<file path="src/rtl/core/tga_rle_pkg.sv">
// ---------------------------------------------------------------------------
// tga_rle_pkg
// Types and constants shared by the Targa pixel decoder files.
// ---------------------------------------------------------------------------
package tga_rle_pkg;

	localparam int unsigned MAX_DIMENSION_BITS_DEFAULT = 16;
	localparam int unsigned CFG_DATA_W  = 16;
	localparam int unsigned CFG_INDEX_W = 3;

	// Register indexes of the write port.
	localparam logic [CFG_INDEX_W-1:0] REG_RUN_LENGTH_CODED  = 3'd0;
	localparam logic [CFG_INDEX_W-1:0] REG_HAS_ALPHA_CHANNEL = 3'd1;
	localparam logic [CFG_INDEX_W-1:0] REG_IMAGE_WIDTH       = 3'd2;
	localparam logic [CFG_INDEX_W-1:0] REG_IMAGE_HEIGHT      = 3'd3;
	localparam logic [CFG_INDEX_W-1:0] REG_TOP_DOWN_ORDER    = 3'd4;

	localparam logic [7:0] ALPHA_OPAQUE = 8'hFF;

	// Byte lanes of a colour: B, G, R, then A at 32 bpp.
	localparam logic [1:0] PHASE_BLUE  = 2'd0;
	localparam logic [1:0] PHASE_GREEN = 2'd1;
	localparam logic [1:0] PHASE_RED   = 2'd2;
	localparam logic [1:0] PHASE_ALPHA = 2'd3;

	typedef struct packed {
		logic [7:0] data_byte;
	} in_item_t;

	typedef struct packed {
		logic [31:0] pixel_argb;
		logic [15:0] memory_row;
		logic [15:0] start_column;
		logic [7:0]  run_length;
		logic        image_done;
		logic        alpha_seen;
	} pix_item_t;

	typedef struct packed {
		logic        run_length_coded;
		logic        has_alpha_channel;
		logic [15:0] image_width;
		logic [15:0] image_height;
		logic        top_down_order;
		logic        restart;
	} cfg_t;

endpackage

</file>
<file path="src/rtl/core/tga_rle_stream_if.sv">
// ---------------------------------------------------------------------------
// tga_rle_stream_if
// Valid/ready stream channel carrying one payload item per transfer.
// ---------------------------------------------------------------------------
interface tga_rle_stream_if #(
	parameter type payload_t = logic [7:0]
) ();

	logic     valid;
	logic     ready;
	payload_t payload;

	modport source (output valid, output payload, input ready);
	modport sink   (input valid, input payload, output ready);

endinterface

</file>
<file path="src/rtl/core/tga_rle_cfg.sv">
// ---------------------------------------------------------------------------
// tga_rle_cfg
// Configuration registers; a write to a known index requests a restart.
// ---------------------------------------------------------------------------
module tga_rle_cfg (
	input  logic                                  clk,
	input  logic                                  arst_n,
	input  logic                                  write_enable,
	input  logic [tga_rle_pkg::CFG_INDEX_W-1:0]   reg_index,
	input  logic [tga_rle_pkg::CFG_DATA_W-1:0]    write_data,
	output tga_rle_pkg::cfg_t                     cfg
);

	logic        run_length_coded_q;
	logic        has_alpha_channel_q;
	logic [15:0] image_width_q;
	logic [15:0] image_height_q;
	logic        top_down_order_q;
	logic        restart_q;

	always_ff @(posedge clk or negedge arst_n) begin
		if (!arst_n) begin
			run_length_coded_q  <= 1'b0;
			has_alpha_channel_q <= 1'b0;
			image_width_q       <= 16'd1;
			image_height_q      <= 16'd1;
			top_down_order_q    <= 1'b0;
			restart_q           <= 1'b0;
		end else begin
			restart_q <= 1'b0;
			if (write_enable) begin
				unique case (reg_index)
					tga_rle_pkg::REG_RUN_LENGTH_CODED: begin
						run_length_coded_q <= write_data[0];
						restart_q          <= 1'b1;
					end
					tga_rle_pkg::REG_HAS_ALPHA_CHANNEL: begin
						has_alpha_channel_q <= write_data[0];
						restart_q           <= 1'b1;
					end
					tga_rle_pkg::REG_IMAGE_WIDTH: begin
						image_width_q <= write_data;
						restart_q     <= 1'b1;
					end
					tga_rle_pkg::REG_IMAGE_HEIGHT: begin
						image_height_q <= write_data;
						restart_q      <= 1'b1;
					end
					tga_rle_pkg::REG_TOP_DOWN_ORDER: begin
						top_down_order_q <= write_data[0];
						restart_q        <= 1'b1;
					end
					default: begin
						// Writes beyond the register list are dropped.
					end
				endcase
			end
		end
	end

	assign cfg.run_length_coded  = run_length_coded_q;
	assign cfg.has_alpha_channel = has_alpha_channel_q;
	assign cfg.image_width       = image_width_q;
	assign cfg.image_height      = image_height_q;
	assign cfg.top_down_order    = top_down_order_q;
	assign cfg.restart           = restart_q;

endmodule

</file>
<file path="src/rtl/core/tga_rle_core.sv">
// ---------------------------------------------------------------------------
// tga_rle_core
// Decode state and the single-byte step: packet headers, colour assembly,
// run clipping, row and column tracking and the result fields.
// ---------------------------------------------------------------------------
module tga_rle_core #(
	parameter int unsigned MAX_DIMENSION_BITS = tga_rle_pkg::MAX_DIMENSION_BITS_DEFAULT
) (
	input  logic                   clk,
	input  logic                   arst_n,
	input  tga_rle_pkg::cfg_t      cfg,
	input  logic                   step,
	input  logic [7:0]             data_byte,
	output logic                   emit,
	output tga_rle_pkg::pix_item_t result
);

	localparam int unsigned DW = MAX_DIMENSION_BITS;

	logic          expect_header_q;
	logic          run_packet_q;
	logic [7:0]    remaining_q;
	logic [1:0]    phase_q;
	logic [23:0]   colour_q;
	logic [DW-1:0] col_q;
	logic [DW-1:0] row_q;
	logic          alpha_flag_q;

	logic          expect_header_d;
	logic          run_packet_d;
	logic [7:0]    remaining_d;
	logic [1:0]    phase_d;
	logic [23:0]   colour_d;
	logic [DW-1:0] col_d;
	logic [DW-1:0] row_d;
	logic          alpha_flag_d;

	logic [DW-1:0] w_eff;
	logic [DW-1:0] h_eff;
	logic          finished;
	logic          is_header;
	logic [23:0]   colour_next;
	logic [7:0]    alpha;
	logic          last_byte;
	logic [7:0]    count;
	logic [DW-1:0] room;
	logic [DW-1:0] len;
	logic          may_emit;
	logic [DW:0]   col_sum;
	logic [DW-1:0] col_after;
	logic [DW-1:0] row_last;
	logic [DW-1:0] mrow;
	logic [7:0]    rem_dec;
	logic          row_full;

	always_comb begin
		w_eff = (cfg.image_width[DW-1:0] == '0) ? DW'(1) : cfg.image_width[DW-1:0];
		h_eff = (cfg.image_height[DW-1:0] == '0) ? DW'(1) : cfg.image_height[DW-1:0];
		finished  = (row_q >= h_eff);
		is_header = cfg.run_length_coded && expect_header_q;
		row_last  = h_eff - DW'(1);

		unique case (phase_q)
			tga_rle_pkg::PHASE_BLUE:  colour_next = {16'd0, data_byte};
			tga_rle_pkg::PHASE_GREEN: colour_next = colour_q | {8'd0, data_byte, 8'd0};
			tga_rle_pkg::PHASE_RED:   colour_next = colour_q | {data_byte, 16'd0};
			default:                  colour_next = colour_q;
		endcase
		alpha = (phase_q == tga_rle_pkg::PHASE_ALPHA) ? data_byte : tga_rle_pkg::ALPHA_OPAQUE;
		last_byte = cfg.has_alpha_channel ? (phase_q == tga_rle_pkg::PHASE_ALPHA)
		                                  : (phase_q >= tga_rle_pkg::PHASE_RED);

		count = (remaining_q == 8'd0) ? 8'd1 : remaining_q;
		room  = w_eff - col_q;
		if (cfg.run_length_coded && run_packet_q)
			len = (DW'(count) < room) ? DW'(count) : room;
		else
			len = DW'(1);
		may_emit  = !(cfg.run_length_coded && !run_packet_q) || (col_q < w_eff);
		col_sum   = {1'b0, col_q} + {1'b0, len};
		col_after = may_emit ? col_sum[DW-1:0] : col_q;
		row_full  = (col_after >= w_eff);
		mrow      = cfg.top_down_order ? row_q : (row_last - row_q);
		rem_dec   = (remaining_q != 8'd0) ? (remaining_q - 8'd1) : 8'd0;

		emit = step && !finished && !is_header && last_byte && may_emit;

		result.pixel_argb   = {alpha, colour_next};
		result.memory_row   = 16'(mrow);
		result.start_column = 16'(col_q);
		result.run_length   = 8'(len);
		result.image_done   = (col_sum == {1'b0, w_eff}) && (row_q == row_last);
		result.alpha_seen   = alpha_flag_q || (alpha != tga_rle_pkg::ALPHA_OPAQUE);

		expect_header_d = expect_header_q;
		run_packet_d    = run_packet_q;
		remaining_d     = remaining_q;
		phase_d         = phase_q;
		colour_d        = colour_q;
		col_d           = col_q;
		row_d           = row_q;
		alpha_flag_d    = alpha_flag_q;

		if (step && !finished) begin
			if (is_header) begin
				run_packet_d    = data_byte[7];
				remaining_d     = {1'b0, data_byte[6:0]} + 8'd1;
				expect_header_d = 1'b0;
				phase_d         = tga_rle_pkg::PHASE_BLUE;
			end else if (!last_byte) begin
				colour_d = colour_next;
				phase_d  = phase_q + 2'd1;
			end else begin
				colour_d     = colour_next;
				phase_d      = tga_rle_pkg::PHASE_BLUE;
				col_d        = col_after;
				alpha_flag_d = may_emit ? result.alpha_seen : alpha_flag_q;
				if (!cfg.run_length_coded || run_packet_q) begin
					if (cfg.run_length_coded) begin
						remaining_d     = 8'd0;
						expect_header_d = 1'b1;
					end
					if (row_full) begin
						col_d = '0;
						row_d = row_q + DW'(1);
					end
				end else begin
					remaining_d = rem_dec;
					if (rem_dec == 8'd0) begin
						expect_header_d = 1'b1;
						if (row_full) begin
							col_d = '0;
							row_d = row_q + DW'(1);
						end
					end
				end
			end
		end
	end

	always_ff @(posedge clk or negedge arst_n) begin
		if (!arst_n) begin
			expect_header_q <= 1'b0;
			run_packet_q    <= 1'b0;
			remaining_q     <= 8'd0;
			phase_q         <= tga_rle_pkg::PHASE_BLUE;
			colour_q        <= 24'd0;
			col_q           <= '0;
			row_q           <= '0;
			alpha_flag_q    <= 1'b0;
		end else if (cfg.restart) begin
			expect_header_q <= cfg.run_length_coded;
			run_packet_q    <= 1'b0;
			remaining_q     <= 8'd0;
			phase_q         <= tga_rle_pkg::PHASE_BLUE;
			colour_q        <= 24'd0;
			col_q           <= '0;
			row_q           <= '0;
			alpha_flag_q    <= 1'b0;
		end else begin
			expect_header_q <= expect_header_d;
			run_packet_q    <= run_packet_d;
			remaining_q     <= remaining_d;
			phase_q         <= phase_d;
			colour_q        <= colour_d;
			col_q           <= col_d;
			row_q           <= row_d;
			alpha_flag_q    <= alpha_flag_d;
		end
	end

endmodule

</file>
<file path="src/rtl/core/tga_rle_pixel_decoder.sv">
// ---------------------------------------------------------------------------
// tga_rle_pixel_decoder
// Decodes the pixel-data bytes of a true-colour Targa image, raw or
// run-length coded, into runs of ARGB pixels, each with its row and start column.
//
// Usage: bytes arrive on byte_stream, one per transfer, and results leave on
// pixel_stream, one per completed pixel or repeat packet. Header bytes and
// the leading colour bytes of a pixel produce no result. The registers are
// written through write_enable, reg_index and write_data while the block is
// idle; any write to a known register restarts decoding from the first row.
// A transferred byte waits in the input register and is decoded from there;
// the result it completes is loaded into the result register and shown on
// pixel_stream. Throughput is one byte per cycle while the receiver does not
// stall, set by the single input register and the single result register
// around the decode step.
// When the receiver stalls, the finished result stays in the result
// register and the block still holds one further byte in its input
// register; after that byte_stream.ready drops until the result is taken.
// Reset clears both registers and the decode state and selects raw 24 bpp,
// a one by one image, stored bottom-up.
// ---------------------------------------------------------------------------
module tga_rle_pixel_decoder #(
	parameter int unsigned MAX_DIMENSION_BITS = tga_rle_pkg::MAX_DIMENSION_BITS_DEFAULT
) (
	input  logic                                 clk,
	input  logic                                 arst_n,
	tga_rle_stream_if.sink                       byte_stream,
	tga_rle_stream_if.source                     pixel_stream,
	input  logic                                 write_enable,
	input  logic [tga_rle_pkg::CFG_INDEX_W-1:0]  reg_index,
	input  logic [tga_rle_pkg::CFG_DATA_W-1:0]   write_data
);

	tga_rle_pkg::cfg_t      cfg;
	tga_rle_pkg::pix_item_t result;
	tga_rle_pkg::pix_item_t out_q;
	logic                   emit;
	logic                   out_valid_q;
	logic                   byte_valid_s1;
	logic [7:0]             byte_s1;
	logic                   advance;
	logic                   byte_take;

	// The byte in the input register is decoded once the result register is
	// free, or is being emptied in this very cycle.
	assign advance   = byte_valid_s1 && (!out_valid_q || pixel_stream.ready);
	assign byte_take = byte_stream.valid && byte_stream.ready;

	assign byte_stream.ready    = !byte_valid_s1 || advance;
	assign pixel_stream.valid   = out_valid_q;
	assign pixel_stream.payload = out_q;

	tga_rle_cfg u_cfg (
		.clk          (clk),
		.arst_n       (arst_n),
		.write_enable (write_enable),
		.reg_index    (reg_index),
		.write_data   (write_data),
		.cfg          (cfg)
	);

	tga_rle_core #(
		.MAX_DIMENSION_BITS (MAX_DIMENSION_BITS)
	) u_core (
		.clk       (clk),
		.arst_n    (arst_n),
		.cfg       (cfg),
		.step      (advance),
		.data_byte (byte_s1),
		.emit      (emit),
		.result    (result)
	);

	// Input register.
	always_ff @(posedge clk or negedge arst_n) begin
		if (!arst_n) begin
			byte_valid_s1 <= 1'b0;
		end else if (byte_take) begin
			byte_valid_s1 <= 1'b1;
		end else if (advance) begin
			byte_valid_s1 <= 1'b0;
		end
	end

	always_ff @(posedge clk) begin
		if (byte_take) begin
			byte_s1 <= byte_stream.payload.data_byte;
		end
	end

	// Result register: loaded by a decode step that completes a result,
	// emptied by a transfer on pixel_stream.
	always_ff @(posedge clk or negedge arst_n) begin
		if (!arst_n) begin
			out_valid_q <= 1'b0;
		end else if (advance && emit) begin
			out_valid_q <= 1'b1;
		end else if (pixel_stream.ready) begin
			out_valid_q <= 1'b0;
		end
	end

	always_ff @(posedge clk) begin
		if (advance && emit) begin
			out_q <= result;
		end
	end

endmodule

</file>
<file path="src/flat_wrapper.sv">
// flat-port wrapper written by rule: the top's interface ports become plain ports
module tga_rle_pixel_decoder_flat 
#(
	parameter int unsigned MAX_DIMENSION_BITS = tga_rle_pkg::MAX_DIMENSION_BITS_DEFAULT
)
  (clk, arst_n, write_enable, reg_index, write_data, byte_stream_valid, byte_stream_payload, byte_stream_ready, pixel_stream_valid, pixel_stream_payload, pixel_stream_ready);
  tga_rle_stream_if #(.payload_t(tga_rle_pkg::in_item_t)) byte_stream_i ();
  tga_rle_stream_if #(.payload_t(tga_rle_pkg::pix_item_t)) pixel_stream_i ();
  input  logic clk;
  input  logic arst_n;
  input  logic write_enable;
  input  logic [tga_rle_pkg::CFG_INDEX_W-1:0] reg_index;
  input  logic [tga_rle_pkg::CFG_DATA_W-1:0] write_data;
  input wire logic [$bits(byte_stream_i.valid)-1:0] byte_stream_valid;
  input wire logic [$bits(byte_stream_i.payload)-1:0] byte_stream_payload;
  output wire logic [$bits(byte_stream_i.ready)-1:0] byte_stream_ready;
  output wire logic [$bits(pixel_stream_i.valid)-1:0] pixel_stream_valid;
  output wire logic [$bits(pixel_stream_i.payload)-1:0] pixel_stream_payload;
  input wire logic [$bits(pixel_stream_i.ready)-1:0] pixel_stream_ready;
  assign byte_stream_i.valid = byte_stream_valid;
  assign byte_stream_i.payload = byte_stream_payload;
  assign byte_stream_ready = byte_stream_i.ready;
  assign pixel_stream_valid = pixel_stream_i.valid;
  assign pixel_stream_payload = pixel_stream_i.payload;
  assign pixel_stream_i.ready = pixel_stream_ready;
  tga_rle_pixel_decoder #(.MAX_DIMENSION_BITS(MAX_DIMENSION_BITS)) u_core (.clk(clk), .arst_n(arst_n), .byte_stream(byte_stream_i), .pixel_stream(pixel_stream_i), .write_enable(write_enable), .reg_index(reg_index), .write_data(write_data));
endmodule
</file>
<file path="config.mk">
export PLATFORM = sky130hd
export DESIGN_NAME = tga_rle_pixel_decoder_flat
export DESIGN_NICKNAME = d
export VERILOG_FILES = /design/src/rtl/core/tga_rle_pkg.sv /design/src/rtl/core/tga_rle_stream_if.sv /design/src/rtl/core/tga_rle_cfg.sv /design/src/rtl/core/tga_rle_core.sv /design/src/rtl/core/tga_rle_pixel_decoder.sv /design/src/flat_wrapper.sv
export SDC_FILE = /design/constraint.sdc
export NUM_CORES = 1
export LEC_CHECK = 0
export BUFFER_PORTS_ARGS = -buffer_cell sky130_fd_sc_hd__buf_2
export CORE_MARGIN = 2
export CORE_UTILIZATION = 55
export CTS_CLUSTER_SIZE = 20
export DETAILED_ROUTE_END_ITERATION = 10
export HOLD_SLACK_MARGIN = 0.15
export PLACE_DENSITY_LB_ADDON = 0.2
export SLEW_MARGIN = 10
export SYNTH_ARGS = -nofsm -noshare
export SYNTH_HDL_FRONTEND = slang
export SYNTH_SLANG_ARGS = --single-unit
export TNS_END_PERCENT = 50
</file>
<file path="constraint.sdc">
create_clock -name clk -period 12.2 [get_ports clk]
set_clock_uncertainty 0.15 [all_clocks]
set_input_delay 0.61 -clock clk [delete_from_list [all_inputs] [get_ports clk]]
set_output_delay 0.61 -clock clk [all_outputs]
set_load 0.01 [all_outputs]
</file>
# Word-level counts from Yosys, hierarchy flattened
# Index checks and enable logic that the tools add are counted.
# W data, S select, Z words.
totals:
  ff_bits: 189
  out_inout_bits: 76
  in_bits: 32
  wordCells: 161
classes:
  bitwise: 2
  order_cmp: 5
  addsub: 8
  n_reduce_logical: 52
  eq_ne: 12
  muxes: 59
ops:
  columns: ["operator", "n"]
  rows:
  - ["$mux W16", 20]
  - ["$mux W24", 3]
  - ["$mux W8", 9]
  - ["$pmux W24 S3", 1]
  - ["$ge A16 B16 Y1", 2]
  - ["$logic_not A16 Y1", 2]
  - ["$sub A16 B16 Y16", 2]
  - ["$or A24 B16 Y24", 1]
  - ["$or A24 B24 Y24", 1]
  - ["$mux W1", 22]
  - ["$add A16 B16 Y17", 1]
  - ["$eq A17 B16 Y1", 1]
  - ["$add A16 B1 Y16 const B", 1]
  - ["$eq A16 B16 Y1", 1]
  - ["$logic_not A8 Y1", 2]
  - ["$lt A16 B16 Y1", 1]
  - ["$lt A8 B16 Y1", 1]
  - ["$sub A16 B1 Y16 const B", 1]
  - ["$reduce_and A2 Y1", 7]
  - ["$reduce_and A4 Y1", 3]
  - ["$reduce_bool A2 Y1", 6]
  - ["$logic_and A1 B1 Y1", 11]
  - ["$add A7 B1 Y8 const B", 1]
  - ["$mux W2", 4]
  - ["other kinds (20)", 34]

# Longest topological paths before layout
logic_depth:
  depth_word: 16
  ltp_mapped: 41

# By module
# A second synthesis with hierarchy kept.
unflattened:
  hier_cells: 1197
  area_unflattened_um2: 11969.0
modules_own_cells:
  columns: ["mod", "n_inst", "area_each_um2", "cells_each", "seq_area_each_um2"]
  rows:
  - ["tga_rle_core", 1, 7961.4, 1020, 1726.7]
  - ["tga_rle_pixel_decoder", 1, 2573.7, 92, 2512.4]
  - ["tga_rle_cfg", 1, 1433.9, 85, 903.4]

# Worst setup path before layout
# OpenSTA, ideal clock, no wires.
synth_timing:
  path_kind: "register to register"
  startpoint: "register u_core.u_cfg.image_width_q[3]"
  endpoint: "register u_core.u_core.row_q[4]"
  setup_ns: 0.125
  path_stages_with_launch: 40
  t_required_ns: 11.925
  arrival_ns: 8.459
  n_path_buf: 2
  setup_slack_ns: 3.466
  cell_sequence: "dfrtp_1 clkbuf_1 nor4_1 a41oi_1 ha_1 inv_1 ha_1 nand2b_1 o21ai_1 a22o_1 and2_1 maj3_1 a21boi_0 xnor2_1 ha_1 nand3_1 a21oi_1 o311ai_0 (+4 left out) a211oi_1 o21ai_1 a21o_1 a211o_1 a21oi_1 o21ai_0 a311oi_1 o21ai_0 ha_1 nand4_1 nor2_1 o211a_1 nand2_1 nor4bb_1 nor3_1 clkbuf_1 a2111oi_0 mux2_2"
synth_lines:
  columns: ["element", "line", "source"]
  rows:
  - ["start, declared", "tga_rle_cfg.sv:16", "logic [15:0] image_width_q;"]
  - ["start signal, assigned", "tga_rle_cfg.sv:42", "image_width_q <= write_data;"]
  - ["end signal, assigned", "tga_rle_core.sv:167", "row_q <= row_d;"]
  - ["end, declared", "tga_rle_core.sv:26", "logic [DW-1:0] row_q;"]

==> impl_metrics.toml <==
[run_status]
status = "completed"

[global_routing]
grt_pass1_vias = 9860
busiest_layer = "met2"
global_route.usage.met3_pct = 4.90
globalRouteMet1Util_pct = 41.0
grt_use_met2_pct = 43.4
largest_net_degree_at_the_start_of_global_routing = 65
antenna_violations_before_repair = 0
globalRouteOverflowTotal = 0
grtUsageTotal_pct = 28.5
global_route_wire_length_before_repair_mm = 53.7

[floorplan]
die_area_sq_mm = 0.0240
effective_utilization_at_floorplan_pct = 55.8
design.core.area_sq_mm = 0.0225
die_w_microns = 155
rows = 55
floorplan.die.height_microns = 155
number_of_top_level_pins = 108

[logic_synthesis]
synthesis.area_sq_mm = 0.0125
avgSynthCellArea_sq_um = 9.49
async_flop_share_pct = 56.6
syn_inst = 1322
number_of_enable_type_register_cells_in_the_synthesized_netlist = 82
yosysUniqueCellTypes = 94
yosysWarnings = 0
synth-main-ff-cell = "sky130_fd_sc_hd__dfrtp_1"
synth.yosys.seq_area_share_pct = 41.0
synth_seq_cells = 189

[critical_path]
timing.critical_path.mode_cell = "sky130_fd_sc_hd__ha_1"
critPathTopFamily = "compound AO/OA/AOI/OAI gates"
critical_path_class = "flip-flop to flip-flop"
critical-path-max-stage-delay_ps = 650
slowest_stage = "sky130_fd_sc_hd__a311oi_1"
critical_path.endpoint_type = "flip-flop"
cp.buffers_inverters = 3
worst-path-max-fanout = 13
worst-r2r-cell-count = 40
worstPathArrival_ps = 10830
critical_path_required_ps = 12400
timing.critical_path.from_type = "flip-flop"
worstSetupPathDepth = 40

[route]
route.final.wire_length_mm = 33.8
route.detailed.vias_per_inst = 6.13
vias = 10427
first_pass_iters = 6
drcViolationCount = 0
dr.first_iter.drc_count = 826
antenna_violating_nets_post_route = 0
wl_per_cell_microns = 19.9

[cts]
htree_levels = 4
worstSkewPairLatency_ps = 460
tritoncts_clock_tree = "done"
tritoncts.num_buffers = 17
cts_root_buffer = "sky130_fd_sc_hd__clkbuf_16"
cts_buffer_depth = 2
numClockSinks = 189
clk_pin_slew_ps = 90

[sta]
worst-slew-pin-transition_ps = 1180
finalCriticalPeriod_ps = 10630
hold_viol_final = 0
min_period_over_period_pct = 87.1
final_setup_violation_count = 0
slew_viol_final = 0
setup_total_negative_slack_ps = 0
relSlewSlack_pct = 21.3
setup_repair_after_global_routing_missed_its_margin = "false"
max_freq_ghz = 0.0941

[layout]
antenna_cells = 0
post-route-cell-area_sq_mm = 0.0140
final_layout_size_suffix_gt1_share_pct = 16.4
syn2layout_area_growth_pct = 11.3
layout.core_utilization_pct = 62.0
layout.nets = 1523

[flow_run]
drv_cap = 0

[placement]
placement.cell_area_sq_mm = 0.0133
detailedPlacementHpwl_mm = 25.1
port_buffers = 107
gp_routability_congestion = 0.917

[power]
irDropWorstVdd_mv = 0.109
design_power_total_w = 0.00293
power_per_cell_area_mw_per_mm2 = 210
power.leakage_nw = 5.91

[hold_path]
hold_path_class = "input pin to flip-flop"
worstHoldPathCells = 1
through the flow:
| stage | setup slack (ps) | instances | hold slack [ps] |
|---|---|---|---|
| floorplan | 3470 | 1329 | 164 |
| global placement | 2190 | 1668 | 347 |
| detailed placement | 1850 | 1668 | 360 |
| CTS | 1800 | 1701 | 175 |
| global route | 862 | 1701 | 174 |
| finish | 1570 | 1701 | 181 |
kinds of logic (layout without fill, tap and decap cells):
family	after synthesis	in the layout	share of synthesized area, %
flops	189	189	41.0
compound gates	322	322	17.1
mux	55	55	4.85
buf+inv	149	236	4.67
xor+xnor	72	72	5.43
simple gates	445	445	18.0
other cells	1	8	0.0299
fa+ha+maj	89	89	8.97
power breakdown:
part | internal [W] | switching (W)
Sequential | 0.000837 | 0.000126
Clock | 0.000289 | 0.000318
Combinational | 0.000524 | 0.000832
Yosys cell counts, drive strengths merged (6+ instances only):
cell       n  area (sq um)
a21o      20           150
nor2     105           394
a31o       7          61.3
o2111ai    6          52.6
o21ai     74           370
a21oi     97           485
xor2      15           131
edfxtp    82          2460
o21a       8          60.1
and3       9          57.6
nor2b     19           119
ha        86          1080
xnor2     54           480
buf       10          63.8
or3        7          43.8
clkbuf    55           206
mux2      43           484
nor3      27           151
and2      13          81.3
o211ai     7          62.6
mux2i     12           124
a21boi     6          45.0
nand2b    29           181
nor3b      8          60.1
a22o      19           166
a2111oi    7          67.6
nor4      20           170
nand3     26           130
o31ai      7          52.6
nand4     19           138
nand2    137           514
dfrtp    105          2630
inv       84           315
a211oi     8          70.1
a31oi     11          75.1
layout make-up:
cell class                      count  area (sq um)
Fill cell                        1975          8540
Multi-Input combinational cell    991          6860
Sequential cell                   189          5140
Timing Repair Buffer              120           638
Clock buffer                       17           425
Tap cell                          285           357
Inverter                           84           315
Clock inverter                     15           220
final timing paths:
check / start / to / slack, ps
min: byte_stream_payload[1] / u_core.byte_s1[1]$_DFFE_PP_ / 180
min reg2reg: u_core.u_core.colour_q[16]$_DFFE_PN0P_ / u_core.u_core.colour_q[16]$_DFFE_PN0P_ / 370
max in group asynchronous: arst_n / u_core.u_cfg.image_height_q[9]$_DFFE_PN0P_ / 9970
min in group asynchronous: arst_n / u_core.u_core.col_q[11]$_DFFE_PN0P_ / 570
max: u_core.u_cfg.image_width_q[1]$_DFFE_PN0P_ / u_core.u_core.col_q[15]$_DFFE_PN0P_ / 1570
max reg2reg: u_core.u_cfg.image_width_q[1]$_DFFE_PN0P_ / u_core.u_core.col_q[15]$_DFFE_PN0P_ / 1570
metal layers:
metal / share of wire (%) / up-vias
li1: - / 4926
met1: 47 / 5062
met2: 45 / 370
met3: 5.7 / 67
met4: 2.7 / 2
met5: 0.14 / -
cells in the final DEF, fill, tap and decap left out, drive strengths merged, types with 8 or more instances in the layout:
cell type,instances
a211oi,8
a21o,20
a21oi,97
a22o,19
a31oi,11
and2,13
and3,9
buf,119
clkbuf,17
conb,8
dfrtp,105
edfxtp,82
ha,86
inv,93
mux2,43
mux2i,12
nand2,137
nand2b,29
nand3,26
nand4,19
nor2,105
nor2b,19
nor3,27
nor3b,8
nor4,20
o21a,8
o21ai,74
xnor2,54
xor2,15
what timing repair did:
item / in CTS / in global routing
endpoints found under the hold margin: 43 / 0
setup buffers: 0 / 0
hold buffers: 1 / 0
gates resized for setup: 0 / 0
flip-flops by register name (all words and copies together) (netlist names), 2 cells and up:
signal	count
u_core.pixel_stream.payload	74
u_core.u_core.colour_q	24
u_core.u_cfg.image_height_q	16
u_core.u_cfg.image_width_q	16
u_core.u_core.col_q	16
u_core.u_core.row_q	16
u_core.byte_s1	8
u_core.u_core.remaining_q	8
u_core.u_core.phase_q	2
No activity file was read; power rests on OpenSTA's default activity.
